$ cat config.mk
export PLATFORM = sky130hd
export DESIGN_NAME = escaped_text_decoder
export DESIGN_NICKNAME = d
export VERILOG_FILES = /design/src/sv/escd_pkg.sv /design/src/sv/escd_in_reg.sv /design/src/sv/escd_decode.sv /design/src/sv/escaped_text_decoder.sv
export SDC_FILE = /design/constraint.sdc
export NUM_CORES = 1
export LEC_CHECK = 0
export ABC_CLOCK_PERIOD_IN_PS = 3410
export BUFFER_PORTS_ARGS = -buffer_cell sky130_fd_sc_hd__buf_2
export CORE_MARGIN = 8
export CORE_UTILIZATION = 30
export DETAILED_ROUTE_END_ITERATION = 12
export PLACE_DENSITY = 0.51
export SETUP_SLACK_MARGIN = 0.2
export SLEW_MARGIN = 20
export SYNTH_ARGS = -nofsm -noshare
export SYNTH_HDL_FRONTEND = slang
export SYNTH_SLANG_ARGS = --single-unit
$ cat constraint.sdc
create_clock -name clock -period 3.41 [get_ports clock]
set_input_delay 0 -clock clock [delete_from_list [all_inputs] [get_ports clock]]
set_output_delay 0 -clock clock [all_outputs]
set_load 0.1 [all_outputs]
$ cat src/sv/escd_pkg.sv
// ----------------------------------------------------------------------------
// escd_pkg
// Types and character constants of the escaped text decoder.
// ----------------------------------------------------------------------------
package escd_pkg;

   // Characters recognised by the decoder
   localparam logic [7:0] CHAR_BACKSLASH = 8'h5C;
   localparam logic [7:0] CHAR_QUOTE     = 8'h22;
   localparam logic [7:0] CHAR_X         = 8'h78;
   localparam logic [7:0] CHAR_E         = 8'h65;
   localparam logic [7:0] CHAR_N         = 8'h6E;
   localparam logic [7:0] CHAR_R         = 8'h72;
   localparam logic [7:0] CHAR_T         = 8'h74;

   // Bytes the escapes stand for
   localparam logic [7:0] CODE_ESC = 8'h1B;
   localparam logic [7:0] CODE_LF  = 8'h0A;
   localparam logic [7:0] CODE_CR  = 8'h0D;
   localparam logic [7:0] CODE_TAB = 8'h09;

   localparam int unsigned LEN_W = 13;

   // One request item
   typedef struct packed {
      logic       last_byte;
      logic [7:0] text_byte;
   } item_type;

   // One result item
   typedef struct packed {
      logic [LEN_W-1:0] decoded_length;
      logic             escape_error;
      logic             text_done;
      logic             byte_valid;
      logic [7:0]       decoded_byte;
   } result_type;

endpackage

$ cat src/sv/escd_in_reg.sv
// ----------------------------------------------------------------------------
// escd_in_reg
// Input register: holds one request and releases it to the decode stage.
// ----------------------------------------------------------------------------
module escd_in_reg
   import escd_pkg::*;
(
   input  logic     clock,
   input  logic     reset,
   input  logic     s_valid,
   output logic     s_ready,
   input  item_type s_item,
   output logic     m_valid,
   input  logic     m_ready,
   output item_type m_item
);

   logic     valid_ff, valid_in;
   item_type item_ff, item_in;

   // Free when empty or when the held request moves on this cycle
   assign s_ready = !valid_ff || m_ready;

   always_comb begin
      valid_in = valid_ff;
      item_in  = item_ff;
      if (s_ready) begin
         valid_in = s_valid;
         item_in  = s_item;
      end
   end

   always_ff @(posedge clock) begin
      if (reset) begin
         valid_ff <= 1'b0;
      end else begin
         valid_ff <= valid_in;
      end
      item_ff <= item_in;
   end

   assign m_valid = valid_ff;
   assign m_item  = item_ff;

endmodule

$ cat src/sv/escd_decode.sv
// ----------------------------------------------------------------------------
// escd_decode
// Escape decoding state, byte count and the result register.
// ----------------------------------------------------------------------------
module escd_decode
   import escd_pkg::*;
#(
   parameter int unsigned MAX_TEXT_LEN = 4096
)(
   input  logic       clock,
   input  logic       reset,
   input  logic       in_valid,
   output logic       in_ready,
   input  item_type   in_item,
   output logic       rsp_valid,
   input  logic       rsp_ready,
   output result_type rsp
);

   localparam int unsigned CNT_W = $clog2(MAX_TEXT_LEN + 1);
   localparam logic [CNT_W-1:0] MAX_CNT = CNT_W'(MAX_TEXT_LEN);

   typedef enum logic [1:0] {
      MODE_PLAIN = 2'd0,
      MODE_ESC   = 2'd1,
      MODE_HEX_H = 2'd2,
      MODE_HEX_L = 2'd3
   } mode_type;

   mode_type         mode_ff, mode_in;
   logic [3:0]       nib_ff, nib_in;
   logic             err_ff, err_in;
   logic [CNT_W-1:0] cnt_ff, cnt_in;
   logic             valid_ff, valid_in;
   result_type       rsp_ff, rsp_in;

   logic             adv;
   logic             is_hex;
   logic [3:0]       hex_val;
   logic             out_vld;
   logic [7:0]       out_byte;
   logic             err_now;
   logic [CNT_W-1:0] cnt_next;
   logic             err_final;
   logic [CNT_W+LEN_W-1:0] cnt_ext;

   // Result register is free when empty or being taken
   assign adv      = !valid_ff || rsp_ready;
   assign in_ready = adv;

   // Hex digit detection, either case
   always_comb begin
      is_hex  = 1'b1;
      hex_val = 4'd0;
      unique if (in_item.text_byte >= 8'h30 && in_item.text_byte <= 8'h39) begin
         hex_val = 4'(in_item.text_byte - 8'h30);
      end else if (in_item.text_byte >= 8'h61 && in_item.text_byte <= 8'h66) begin
         hex_val = 4'(in_item.text_byte - 8'h57);
      end else if (in_item.text_byte >= 8'h41 && in_item.text_byte <= 8'h46) begin
         hex_val = 4'(in_item.text_byte - 8'h37);
      end else begin
         is_hex = 1'b0;
      end
   end

   // Mode step for the current byte
   always_comb begin
      mode_in  = mode_ff;
      nib_in   = nib_ff;
      out_vld  = 1'b0;
      out_byte = 8'h00;
      err_now  = 1'b0;
      unique case (mode_ff)
         MODE_PLAIN: begin
            if (in_item.text_byte == CHAR_BACKSLASH) begin
               mode_in = MODE_ESC;
            end else begin
               out_vld  = 1'b1;
               out_byte = in_item.text_byte;
            end
         end
         MODE_ESC: begin
            mode_in = MODE_PLAIN;
            out_vld = 1'b1;
            unique case (in_item.text_byte)
               CHAR_X: begin
                  mode_in = MODE_HEX_H;
                  out_vld = 1'b0;
               end
               CHAR_BACKSLASH: out_byte = CHAR_BACKSLASH;
               CHAR_QUOTE:     out_byte = CHAR_QUOTE;
               CHAR_E:         out_byte = CODE_ESC;
               CHAR_N:         out_byte = CODE_LF;
               CHAR_R:         out_byte = CODE_CR;
               CHAR_T:         out_byte = CODE_TAB;
               default: begin
                  out_vld = 1'b0;
                  err_now = 1'b1;
               end
            endcase
         end
         MODE_HEX_H: begin
            if (is_hex) begin
               nib_in  = hex_val;
               mode_in = MODE_HEX_L;
            end else begin
               err_now = 1'b1;
               mode_in = MODE_PLAIN;
            end
         end
         MODE_HEX_L: begin
            mode_in = MODE_PLAIN;
            if (is_hex) begin
               out_vld  = 1'b1;
               out_byte = {nib_ff, hex_val};
            end else begin
               err_now = 1'b1;
            end
         end
         default: mode_in = MODE_PLAIN;
      endcase
   end

   // Saturating count and sticky error, including an escape cut short
   assign cnt_next  = (out_vld && cnt_ff < MAX_CNT) ? cnt_ff + 1'b1 : cnt_ff;
   assign err_final = err_ff || err_now || (in_item.last_byte && mode_in != MODE_PLAIN);
   assign cnt_ext   = {{LEN_W{1'b0}}, cnt_next};

   // Next values of state and result register
   always_comb begin
      valid_in = valid_ff;
      rsp_in   = rsp_ff;
      err_in   = err_ff;
      cnt_in   = cnt_ff;
      if (adv) begin
         valid_in = in_valid;
      end
      if (adv && in_valid) begin
         rsp_in.decoded_byte   = out_byte;
         rsp_in.byte_valid     = out_vld;
         rsp_in.text_done      = in_item.last_byte;
         rsp_in.escape_error   = in_item.last_byte && err_final;
         rsp_in.decoded_length = cnt_ext[LEN_W-1:0];
         err_in = in_item.last_byte ? 1'b0 : err_final;
         cnt_in = in_item.last_byte ? '0 : cnt_next;
      end
   end

   always_ff @(posedge clock) begin
      if (reset) begin
         mode_ff  <= MODE_PLAIN;
         nib_ff   <= 4'd0;
         err_ff   <= 1'b0;
         cnt_ff   <= '0;
         valid_ff <= 1'b0;
      end else begin
         if (adv && in_valid) begin
            mode_ff <= in_item.last_byte ? MODE_PLAIN : mode_in;
            nib_ff  <= in_item.last_byte ? 4'd0 : nib_in;
         end
         err_ff   <= err_in;
         cnt_ff   <= cnt_in;
         valid_ff <= valid_in;
      end
      rsp_ff <= rsp_in;
   end

   assign rsp_valid = valid_ff;
   assign rsp       = rsp_ff;

endmodule

$ cat src/sv/escaped_text_decoder.sv
// ----------------------------------------------------------------------------
// escaped_text_decoder
// Decodes backslash-escaped text one byte per request.
// ----------------------------------------------------------------------------
// Request channel (req_*): one escaped byte per request in req_tdata, with
// req_tlast on the final byte of a text. Result channel (rsp_*): exactly one
// result per request, in order. rsp_tuser says whether a decoded byte is
// present; rsp_tlast marks the result of the final byte, which also carries
// the malformed-escape flag and the final decoded length.
// Escapes: \" \\ \e \n \r \t and \xHH (either case); other bytes pass.
// A request passes through the input register, then the result register,
// before its result is offered on rsp_tvalid. Throughput: one request per
// cycle while rsp_tready is high, set by the single decode step between
// the two registers.
// Reset (synchronous, active high) empties both registers and returns the
// decoder to plain text with a zero count and no error.
// When the receiver holds rsp_tready low the result holds, the input
// register takes one more request if it is empty, and req_tready then drops.
// ----------------------------------------------------------------------------
module escaped_text_decoder
   import escd_pkg::*;
#(
   parameter int unsigned MAX_TEXT_LEN = 4096
)(
   input  logic        clock,
   input  logic        reset,
   input  logic        req_tvalid,
   output logic        req_tready,
   input  logic [7:0]  req_tdata,   // [7:0] text_byte
   input  logic        req_tlast,   // last_byte
   output logic        rsp_tvalid,
   input  logic        rsp_tready,
   output logic [23:0] rsp_tdata,   // [7:0] decoded_byte, [8] escape_error,
                                    // [21:9] decoded_length, [23:22] zero
   output logic        rsp_tuser,   // byte_valid
   output logic        rsp_tlast    // text_done
);

   item_type   req_item;
   item_type   dec_item;
   logic       dec_valid;
   logic       dec_ready;
   result_type rsp;

   assign req_item.text_byte = req_tdata;
   assign req_item.last_byte = req_tlast;

   escd_in_reg u_in_reg (
      .clock   (clock),
      .reset   (reset),
      .s_valid (req_tvalid),
      .s_ready (req_tready),
      .s_item  (req_item),
      .m_valid (dec_valid),
      .m_ready (dec_ready),
      .m_item  (dec_item)
   );

   escd_decode #(
      .MAX_TEXT_LEN (MAX_TEXT_LEN)
   ) u_decode (
      .clock     (clock),
      .reset     (reset),
      .in_valid  (dec_valid),
      .in_ready  (dec_ready),
      .in_item   (dec_item),
      .rsp_valid (rsp_tvalid),
      .rsp_ready (rsp_tready),
      .rsp       (rsp)
   );

   // Result packing
   assign rsp_tdata = {2'b00, rsp.decoded_length, rsp.escape_error, rsp.decoded_byte};
   assign rsp_tuser = rsp.byte_valid;
   assign rsp_tlast = rsp.text_done;

endmodule

* Word-level counts from Yosys, hierarchy flattened
Index checks and enable logic that the tools add are counted.
** Word-level totals
- Register bits :: 55
- Input port bits :: 13
- Output and inout port bits :: 28
- Word-level logic and storage cells :: 83
** Cells by class
- Add/subtract/negate cells :: 4
- Order comparisons :: 7
- Equality and inequality tests :: 10
- Muxes and demuxes :: 28
- Reductions and logical operators :: 21
** Operators with widths (number)
- equality test 8 x 7 -> 1 bit, second input constant :: 6
- one-hot mux 7 bit (6 select lines) :: 1
- 2-to-1 mux 13 bit :: 2
- 2-to-1 mux 4 bit :: 6
- one-hot mux 8 bit (3 select lines) :: 1
- >= comparator 8 x 7 -> 1 bit, second input constant :: 2
- <= comparator 8 x 7 -> 1 bit, second input constant :: 2
- 2-to-1 mux 8 bit :: 2
- adder 13 x 1 -> 13 bit, second input constant :: 1
- < comparator 13 bit, second input constant :: 1
- 2-to-1 mux 1 bit :: 9
- equality test 8 x 6 -> 1 bit, second input constant :: 1
- >= comparator 8 x 6 -> 1 bit, second input constant :: 1
- <= comparator 8 x 6 -> 1 bit, second input constant :: 1
- 2-to-1 mux 2 bit :: 4
- one-hot mux 2 bit (4 select lines) :: 1
- subtractor 4 x 3 -> 4 bit, second input constant :: 2
- logical AND 1 bit :: 7
- OR reduction 7 bit :: 1
- nonzero test 2 bit :: 3
- OR reduction 6 bit :: 1
- equality test 2 bit, second input constant :: 2
- logical OR 1 bit :: 4
- subtractor 4 x 1 -> 4 bit, second input constant :: 1
- other kinds (7) :: 8

* Depth between registers and ports, before layout
Gate-level depths: netlist (run 1).
- Depth in word-level cells :: 11
- Gate-level depth with buffers :: 11
- Gate-level depth less buffers :: 9

* By module
A second synthesis (run 1) with hierarchy kept.
** Unflattened totals
- Cells, all modules :: 287
- Area, all modules :: 2956.6 µm²
** Modules (own cells, without submodules)
- escd_decode :: times used 1, cells each 271, area each 2621.3 µm²
- escd_in_reg :: times used 1, cells each 13, area each 316.6 µm²
- escaped_text_decoder :: times used 1, cells each 3, area each 18.8 µm²

* Least setup slack after synthesis (run 1)
OpenSTA, ideal clock, no wires.
- Kind :: register to register
- From :: reg u_decode.valid_ff, in the netlist u_decode.rsp_valid
- To :: reg u_decode.cnt_ff[6]
- Library setup time :: 132 ps
- Data arrival time :: 2566 ps
- Data required time :: 3278 ps
- Path slack :: 711 ps
- Cell stages (with the launch flop) :: 10
- Clock period less this slack :: 2699 ps
- Cell sequence :: dfxtp_1 > nor2b_1 > nand2b_1 > clkbuf_1 > inv_2 > nand2_1 > clkbuf_1 > nor4_1 > a22oi_1 > a21oi_1
** Between the ends
- Word-level cells in the longest chain between the ends :: 3
** RTL lines
- start, declared :: line escd_decode.sv:34 : logic valid_ff, valid_in;
- start signal, assigned :: line escd_decode.sv:163 : valid_ff <= valid_in;
- logical NOT 1 bit :: line escd_decode.sv:48 : assign adv = !valid_ff || rsp_ready;
- logical OR 1 bit :: line escd_decode.sv:48
- logical AND 1 bit :: line escd_decode.sv:138 : if (adv && in_valid) begin
- end signal, assigned :: line escd_decode.sv:162 : cnt_ff <= cnt_in;
- end, declared :: line escd_decode.sv:33 : logic [CNT_W-1:0] cnt_ff, cnt_in;
No other way between the ends.
A chain may end at the register's enable or synchronous reset.

* Worst setup path in the final report (run 1)
- From :: reg u_in_reg.item_ff, in the netlist u_in_reg.m_item[0]
- To :: reg u_decode.cnt_ff[4]
** Between the ends
- Word-level cells in the longest chain between the ends :: 10
- Elaborated cells between the ends (all ways) :: 26
- Classes of those cells :: order compare (6); eq/ne (6); mux (9); reduce/logical (5)
** RTL lines
- start, declared :: line escd_in_reg.sv:19 : item_type item_ff, item_in;
- start signal, assigned :: line escd_in_reg.sv:39 : item_ff <= item_in;
- >= comparator 8 x 7 -> 1 bit / <= comparator 8 x 7 -> 1 bit (equally long branches) :: line escd_decode.sv:59 : end else if (in_item.text_byte >= 8'h41 && in_item.text_byte <= 8'h46) begin
- logical AND 1 bit :: line escd_decode.sv:59
- 2-to-1 mux 1 bit :: line escd_decode.sv:59
- 2-to-1 mux 1 bit :: line escd_decode.sv:57 : end else if (in_item.text_byte >= 8'h61 && in_item.text_byte <= 8'h66) begin
- 2-to-1 mux 1 bit :: line escd_decode.sv:55 : unique if (in_item.text_byte >= 8'h30 && in_item.text_byte <= 8'h39) begin
- 2-to-1 mux 1 bit :: line escd_decode.sv:113 : if (is_hex) begin
- one-hot mux 1 bit (3 select lines) * :: line escd_decode.sv:73 : unique case (mode_ff)
- logical AND 1 bit * :: line escd_decode.sv:125 : assign cnt_next = (out_vld && cnt_ff < MAX_CNT) ? cnt_ff + 1'b1 : cnt_ff;
- 2-to-1 mux 13 bit * :: line escd_decode.sv:125
- 2-to-1 mux 13 bit * :: line escd_decode.sv:145 : cnt_in = in_item.last_byte ? '0 : cnt_next;
Mark *: on every way between the ends. The rest lies on a longest branch, timed or not.

==> impl.org, run 1 <==
** Outcome
- The flow ran to the end, and the final reports show no timing, DRC or antenna violations.

** Routing
- The final route contains 2373 vias.
- Once detail routing completed, the nets flagged for antenna violations numbered 0.
- After detailed routing, the total wire length is 7310 um.
- After detailed routing, the number of vias per cell comes to 5.08.
- Dividing the detail-routed wire length by the instance count gives 15.7 um.
- DRC violation count after routing :: 0
- The first TritonRoute pass finished after 4 iterations.
- Initial detailed-routing violation count :: roughly 150

** Logic synthesis
- In this run, distinct cell masters in the synthesized netlist total 60.
- Synthesized area per cell :: slightly above 10 sq um
- Synthesized area :: between 0.002 and 0.003 sq mm
- Sequential area share after synthesis :: between 40% and 50%
- Yosys printed 0 warnings.
- EDFF count, synth :: 33
- In the synthesized netlist the dominant register cell turns out to be sky130_fd_sc_hd__edfxtp_1.
- After synthesis the netlist holds a flip-flop and latch count of 55.
- Async set-or-reset flop fraction in the synthesized netlist :: 0%
- Synthesis handed over a netlist of 289 instances.

** Layout
- The post-route netlist has 19.2% of its cells at a drive strength greater than 1.
- Commonest cells after routing, fill and taps aside :: sky130_fd_sc_hd__buf_2 (38), sky130_fd_sc_hd__edfxtp_1 (33), sky130_fd_sc_hd__nor2_1 (30)
- Final nets :: 352
- The library cell used most frequently in the layout, excluding fill and tap cells, is sky130_fd_sc_hd__buf_2.
- Post-layout instance count excluding filler cells :: 467
- 0 antenna diodes ended up in the layout.
- From synthesis to final layout, the design area changed by 17.6%.

** GRT
- Entering global routing, the biggest net connects 27 pins.
- The number of antenna violations at the first check in global routing came to 0.
- Global routing used 2.73% of the available met3 tracks.
- Global routing met1 resource utilization :: 14.7%
- Via count of the first global-routing pass :: 2336
- In the global route stage, overall resource usage came out at between 10% and 20%.
- Summed over all layers, the global routing overflow is 0.
- The first global-routing pass estimated 11900 um of wire.
- For met2 alone, demand over resource in global routing was 17.5%.
- Gr busiest metal :: met2

** Floorplan
- Initial Utilization :: 30.5%
- In this run the vertical extent of the chip is between 100 and 150 um.
- Site Rows :: 36
- Area enclosed by the die boundary :: 0.0132 sq mm
- Top-level port count :: 41
- Core area :: roughly 0.0096 sq mm
- Width of the die :: 115 um

** Clock network
- Buffers inserted during post-CTS setup optimization :: 0
- After clock tree synthesis, the clock-pin slew on the worst setup and hold paths is around 0.090 ns.
- Insertion delay to the later sink of the worst-skew pair :: 0.31 ns
- The tree built by TritonCTS fans out to 55 sinks.
- TritonCTS built the clock tree.
- Number of buffers created by CTS :: 5
- Number of levels the H-tree was split into :: 2
- Clock buffer depth :: 2
- The root buffer cell chosen for the clock tree is sky130_fd_sc_hd__clkbuf_8.

** Placed design
- Count of placed standard cells including taps :: 449
- The congestion estimate from routability-driven global placement came to 0.864.
- Detailed placement ended at an HPWL of 4970 um.
- Port bufs :: 38
- At the placement stage, the worst setup path has a slack of 0.409 ns.

** Hold path
- Worst hold-check path type :: in2reg
- Along the worst hold path, the cell count comes to 2.
- Startpoint of the tightest hold check path :: reset
- The worst hold path terminates at u_decode.nib_ff[1].

** Timing
- Derived from the worst setup path, the maximum achievable clock frequency is 0.343 GHz.
- Setup slack closes at 0.498 ns.
- Adding up every negative setup slack in the final design gives 0 ns.
- The smallest clock period supported by the final layout is computed as 2.91 ns.
- The worst path uses between 80% and 90% of the clock period.
- Headroom to the max-slew limit came out at 62.7%.
- Transition time at the pin with the least slew margin :: 0.551 ns
- Final count of negative-setup-slack endpoints :: 0
- Pins Over Slew Limit :: 0
- Setup repair after global routing missed its margin :: false
- Final number of hold-violating endpoints :: 0
- For the final database, setup skew stands at 0.00772 ns.

** Job
- Across the run, the number of max-cap violations was 0.

** Worst setup path
- Element type at the critical path start :: flop
- FF-to-FF setup slack :: roughly 0.5 ns
- In this run the critical register-to-register path is captured at u_decode.cnt_ff[4].
- Critical path type :: reg2reg
- Critical register-to-register path startpoint :: u_in_reg.m_item[0]
- Measured in cells, the most critical reg-to-reg path has a length of 9.
- Maximum fanout count along the critical path :: 11
- Worst setup EP type :: flop
- For the worst setup path, the data arrival time is 3.15 ns.
- Required time of the critical path :: 3.65 ns

** Power and ir drop
- Leakage dissipation :: 1.27 nW
- Power density over cell area :: 378 mW/mm^2
- IR analysis of the VDD net gives a maximum drop of 0.145 mV.
-- kinds of logic (layout without fill, tap and decap cells) --
logic type      count (synthesis)  count (layout)  share of synthesized area (%)
buf+inv                        22              66                           3.44
compound gates                 66              66                           16.4
simple gates                  120             120                           23.0
flops                          55              55                           48.6
mux                             6               6                           2.13
xor+xnor                       14              14                           4.17
fa+ha+maj                       5               5                           2.13
other cells                     1               2                          0.127
-- sequential cells by signal, summed over array words and instances, names as in the netlist --
| signal | count |
|---|---|
| u_in_reg.m_valid | 1 |
| u_decode.nib_ff | 4 |
| u_decode.mode_ff | 2 |
| u_decode.err_ff | 1 |
| u_in_reg.m_item | 9 |
| u_decode.cnt_ff | 13 |
| u_decode.rsp_valid | 1 |
| u_decode.rsp | 24 |
-- power by group --
part	internal, mW	leakage [nW]	total, mW	switching [mW]
registers	0.724	0.497	0.742	0.0188
logic	0.0454	0.729	0.195	0.150
clock network	0.160	0.0470	0.373	0.213
-- repair_timing --
item / in CTS / in global routing
hold buffers: 11 / 0
hold endpoints to repair: 11 / 0
endpoints found under the setup margin: 0 / 3
resized for setup: 0 / 1
-- final cells by class --
class | instances | area [sq um]
inverter | 5 | 18.8
clock inverter | 1 | 5.00
clock buffer | 6 | 82.6
tap | 133 | 166
multi-input combinational | 213 | 1420
sequential | 55 | 1430
timing repair buffer | 54 | 338
fill | 1005 | 6180
-- worst max-delay path by stage --
stage	slack, ns	from	to	cells past startpoint
finish	0.50	u_in_reg.m_item[0]	u_decode.cnt_ff[4]	9
global route	0.35	u_in_reg.m_item[0]	u_decode.cnt_ff[7]	9
CTS	0.40	u_in_reg.m_item[0]	u_decode.rsp[17]	9
detailed placement	0.41	u_in_reg.m_item[0]	u_decode.rsp[17]	9
global placement	0.46	u_in_reg.m_item[0]	u_decode.rsp[17]	9
floorplan	0.71	u_decode.rsp_valid	u_decode.cnt_ff[6]	9
-- layer usage --
metal | vias to the layer above | share of wire [%]
li1 | 1171 | -
met1 | 1136 | 48
met2 | 56 | 45
met3 | 10 | 4.9
met4 | 0 | 1.8
met5 | - | 0
-- cells in the mapped netlist (3+ instances only) --
master | number | area, sq um
sky130_fd_sc_hd__xnor2_1 | 4 | 35.0
sky130_fd_sc_hd__a221o_1 | 4 | 40.0
sky130_fd_sc_hd__or3_1 | 4 | 25.0
sky130_fd_sc_hd__nor2b_1 | 8 | 50.1
sky130_fd_sc_hd__nand2_1 | 24 | 90.1
sky130_fd_sc_hd__inv_1 | 3 | 11.3
sky130_fd_sc_hd__buf_2 | 3 | 15.0
sky130_fd_sc_hd__o311ai_1 | 7 | 61.3
sky130_fd_sc_hd__mux2i_1 | 4 | 40.0
sky130_fd_sc_hd__ha_1 | 5 | 62.6
sky130_fd_sc_hd__a21o_1 | 4 | 30.0
sky130_fd_sc_hd__clkbuf_1 | 10 | 37.5
sky130_fd_sc_hd__and3_1 | 5 | 31.3
sky130_fd_sc_hd__xor2_1 | 10 | 87.6
sky130_fd_sc_hd__edfxtp_1 | 33 | 991
sky130_fd_sc_hd__a31oi_1 | 8 | 50.1
sky130_fd_sc_hd__a21oi_1 | 12 | 60.1
sky130_fd_sc_hd__nor3_1 | 10 | 50.1
sky130_fd_sc_hd__nand4b_1 | 4 | 35.0
sky130_fd_sc_hd__nand3_1 | 7 | 35.0
sky130_fd_sc_hd__buf_4 | 4 | 30.0
sky130_fd_sc_hd__o21ai_0 | 6 | 30.0
sky130_fd_sc_hd__dfxtp_1 | 22 | 440
sky130_fd_sc_hd__or4b_1 | 3 | 30.0
sky130_fd_sc_hd__o211ai_1 | 3 | 22.5
sky130_fd_sc_hd__nand2b_1 | 6 | 37.5
sky130_fd_sc_hd__a22oi_1 | 8 | 60.1
sky130_fd_sc_hd__nor2_1 | 30 | 113
-- worst max-delay path, cell delays in order, from the launching register on --
cell	delay (ns)
sky130_fd_sc_hd__edfxtp_1	0.49
sky130_fd_sc_hd__inv_1	0.14
sky130_fd_sc_hd__ha_1	0.26
sky130_fd_sc_hd__nand2_1	0.12
sky130_fd_sc_hd__or3_1	0.54
sky130_fd_sc_hd__a21oi_4	0.30
sky130_fd_sc_hd__nor3_4	0.13
sky130_fd_sc_hd__buf_4	0.18
sky130_fd_sc_hd__or4b_1	0.50
sky130_fd_sc_hd__a31oi_1	0.17
-- stage by stage --
step / cell area [sq um] / util (%) / hold slack, ns / power, mW
finish: 3460 / 35.9 / 0.132 / 1.31
global route: 3460 / 35.9 / 0.129 / 1.37
CTS: 3460 / 35.9 / 0.125 / 1.33
detailed placement: 3260 / 33.8 / 0.181 / 0.943
global placement: 3260 / 33.8 / 0.178 / 0.942
floorplan: 2950 / - / 0.0989 / 0.902
Note: power is estimated with default switching activity, not from simulation.
==> inputs of run 2 (changes only) <==
- ABC_CLOCK_PERIOD_IN_PS: 3410 -> 3200
- CORE_ASPECT_RATIO: not set -> 0.7
- clock period: 3.41 -> 3.2 ns (I/O delays scaled with it)
==> impl.org, run 2 (synthesized netlist as in run 1, its figures left out) <==
** Timing
- The total count of hold-check failures in the final report is 0 (unchanged).
- The setup TNS after final layout was 0 ns (unchanged).
- The count of pins over their slew limit was 0 (unchanged).
- The top achievable clock speed was 0.361 GHz (+5.0%).
- The transition time at the pin with the least slew margin is 0.574 ns (+0.0230 ns).
- The relative slew slack is 61.2% (-1.6 points).
- The time the worst path needs with I/O delays and setup was 2.77 ns (-0.139 ns).
- The worst-case clock skew came to 0.0102 ns (+0.00249 ns).
- The final period utilization came to 86.7% (+1.3 points).
- The number of failing setup endpoints in the final timing report came to 0 (unchanged).
- Setup repair after global routing left no endpoint under its margin.

** Clock network
- Worst-path clk slew :: 0.07 ns (-0.02 ns)
- TritonCTS clock tree :: built
- The number of buffers inserted to repair setup after CTS is 0 (unchanged).
- In this run the clock root is driven by a sky130_fd_sc_hd__clkbuf_16.
- The deepest level of the CTS H-tree was 2 (unchanged).
- Insertion delay to the later sink of the worst-skew pair :: 0.29 ns (-0.02 ns)
- The number of CTS-inserted buffers was 5 (unchanged).
- The largest buffer count on any clock path was 2 (unchanged).
- The total number of clock tree sinks is 55 (unchanged).

** Worst setup path
- Required time of the critical path :: 3.24 ns (-0.41 ns)
- The path length in cells of the critical path came to 9 (unchanged).
- STA classifies the critical path endpoint as a flop.
- The data arrival time of the worst path is 2.81 ns (-0.34 ns).
- Critical register-to-register path startpoint :: u_in_reg.m_item[0]
- Maximum fanout count along the critical path :: 23 (+12)
- The register-to-register setup slack is 0.43 ns (-0.07 ns).
- Gate family responsible for the most delay along the worst path :: compound AO/OA/AOI/OAI gates
- Slowest stage delay, CP :: 0.50 ns (-0.04 ns)
- By startpoint and endpoint, the worst setup path is classified as reg2reg.
- The depth of the most critical reg-to-reg path was 9 (unchanged).
- The worst setup path is launched from a flop.
- The number of buffer and inverter stages on the critical path was 2 (unchanged).
- Cell-by-cell listing of the critical path :: inv_1, ha_1, nand2_1, o31a_1, a211o_2, nor3_2, buf_4, nor2_2, mux2_1
- Among all stages on the critical path, the largest delay is contributed by sky130_fd_sc_hd__edfxtp_1.
- The worst register-to-register path ends at u_decode.rsp[12].

** GRT
- First-pass GRT wire length :: 11900 um (+0.64%)
- Initial antenna violation count :: 0 (unchanged)
- GRT Total Usage :: 11.0% (-0.24 points)
- Pin count of the biggest net entering global routing :: 27 (unchanged)
- Via count of the first global-routing pass :: 2275 (-2.6%)
- Remaining global-route overflow :: 0 (unchanged)

** Routing
- Antenna viol nets, final :: 0 (unchanged)
- Initial detailed-routing violation count :: 181 (+18%)
- The number of vias after detailed routing is 2328 (-1.9%).
- The number of iterations in the first detailed-routing pass is 4 (unchanged).
- Post-DR vias/cell :: 5.05 (-0.62%)
- DRC violation count after routing :: 0 (unchanged)
- Detail-routed net length per standard cell :: 15.4 um (-1.6%)
- Drt total wl :: 7100 um (-2.9%)

** Floorplan
- The full die area came to 0.0133 sq mm (+0.39%).
- Site Rows :: 30 (-17%)
- The starting density of the core came to 30.6% (+0.095 points).
- Core area :: 0.00961 sq mm (-0.31%)
- The horizontal die dimension was 134 um (+17%).
- The top-level port count came to 41 (unchanged).
- Die Y-Extent :: 98.9 um (-14%)

** Layout
- Commonest cells after routing, fill and taps aside :: sky130_fd_sc_hd__buf_2 (38), sky130_fd_sc_hd__edfxtp_1 (33), sky130_fd_sc_hd__nor2_1 (30)
- The share of layout cells above drive strength 1 is 18.9% (-0.24 points).
- The number of nets at the end of the flow came to 350 (-0.57%).
- Most common cell after layout, fill and taps aside :: sky130_fd_sc_hd__buf_2
- The number of inserted diodes came to 0 (unchanged).
- Synthesis-to-finish area growth :: 18.8%
- Max FFs per register :: 24 (unchanged)

** Placed design
- Total half-perimeter wirelength after legalization and detailed placement :: 5120 um (+3.1%)
- The weighted congestion reported at the end of routability-driven placement is 0.878 (+1.6%).
- Port bufs :: 38 (unchanged)

** Power and ir drop
- The total power per unit cell area is 442 mW/mm^2 (+17%).
- The power share of the sequential group was 51.2% (-5.5 points).
- The worst voltage drop across the vdd grid was 0.294 mV (+100%).
- The switching power summed over all nets was 416 uW (+9.2%).
- The internal power component came to 1.13 mW (+21%).
- Relative contribution of combinational cells to total power :: 13.4% (-1.5 points)
- Switching share of power :: 26.9% (-2.1 points)
- Leakage dissipation :: 1.30 nW (+1.8%)
- The total power of the final layout was 1.54 mW (+18%).
- The share of total power in the clock network is 35.4% (+7.0 points).

** Hold path
- Worst hold endpoint :: u_decode.rsp_valid
- Hold depth :: 4 (+2)
- In this run the most critical hold path is launched from rsp_tready.
- Worst hold-check path type :: in2reg

** Outcome
- Run status :: finished clean

** Job
- The number of max-capacitance violations reported was 0 (unchanged).
-- run 2: worst max path at each step --
| stage | from | to |
|---|---|---|
| 3_3_place_gp | u_in_reg.m_item[0] | u_decode.rsp[12] |
| 4_1_cts | u_in_reg.m_item[0] | u_decode.cnt_ff[5] |
| 5_1_grt | u_in_reg.m_item[0] | u_decode.rsp[12] |
| 2_1_floorplan | u_decode.rsp_valid | u_decode.cnt_ff[6] |
| 3_5_place_dp | u_in_reg.m_item[0] | u_decode.rsp[12] |
| 6_report | u_in_reg.m_item[0] | u_decode.rsp[12] |
-- run 2: worst register-to-register path, cell delays in order (launching register included) --
cell and delay [ns]:
sky130_fd_sc_hd__edfxtp_1 0.50, sky130_fd_sc_hd__inv_1 0.15, sky130_fd_sc_hd__ha_1 0.25, sky130_fd_sc_hd__nand2_1 0.13, sky130_fd_sc_hd__o31a_1 0.35, sky130_fd_sc_hd__a211o_2 0.31, sky130_fd_sc_hd__nor3_2 0.11, sky130_fd_sc_hd__buf_4 0.28
sky130_fd_sc_hd__nor2_2 0.10, sky130_fd_sc_hd__mux2_1 0.34
-- run 2: per-layer routing --
| layer | vias up | GRT usage (%) | part of all wire, % | wire [um] |
|---|---|---|---|---|
| met4 | 0 | 2.06 | 0 | 0 |
| met3 | 0 | 3.15 | 7.7 | 550 |
| met1 | 1085 | 17.5 | 55 | 3890 |
| li1 | 1169 | - | - | - |
| met5 | - | 0 | 0 | 0 |
| met2 | 74 | 13.9 | 37 | 2660 |
-- run 2: final cells by class --
class	count	area (sq um)
fillers	1010	6110
flip-flops and latches	55	1430
multi-input cells	213	1420
repair buffers	52	320
well taps	128	160
clock buffers	7	143
inverters	5	18.8
clock inverters	1	3.75
-- run 2: repair_timing --
item,in CTS,in global routing
endpoints found under the setup margin,0,4
endpoints found under the hold margin,10,0
hold buffers,10,0
resized for setup,0,1
-- run 2: power by group through the flow --
stage               clock network [mW]  registers, mW  logic [mW]
floorplan                            0          0.886      0.0753
global placement                     0          0.807       0.198
detailed placement                   0          0.807       0.198
CTS                              0.569          0.791       0.207
global route                     0.602          0.795       0.219
finish                           0.547          0.791       0.206
-- run 2: per-stage QoR --
stage / setup WS, ns / utilization (%) / instance area [sq um] / std cells / hold slack, ns
after global placement: 0.467 / 33.8 / 3240 / 443 / 0.177
after CTS: 0.354 / 36.3 / 3490 / 461 / 0.0133
after global routing: 0.245 / 36.4 / 3500 / 461 / 0.0423
after detailed placement: 0.392 / 33.8 / 3240 / 443 / 0.178
after floorplan: 0.501 / - / 2950 / 290 / 0.0989
final: 0.427 / 36.4 / 3500 / 461 / 0.0188
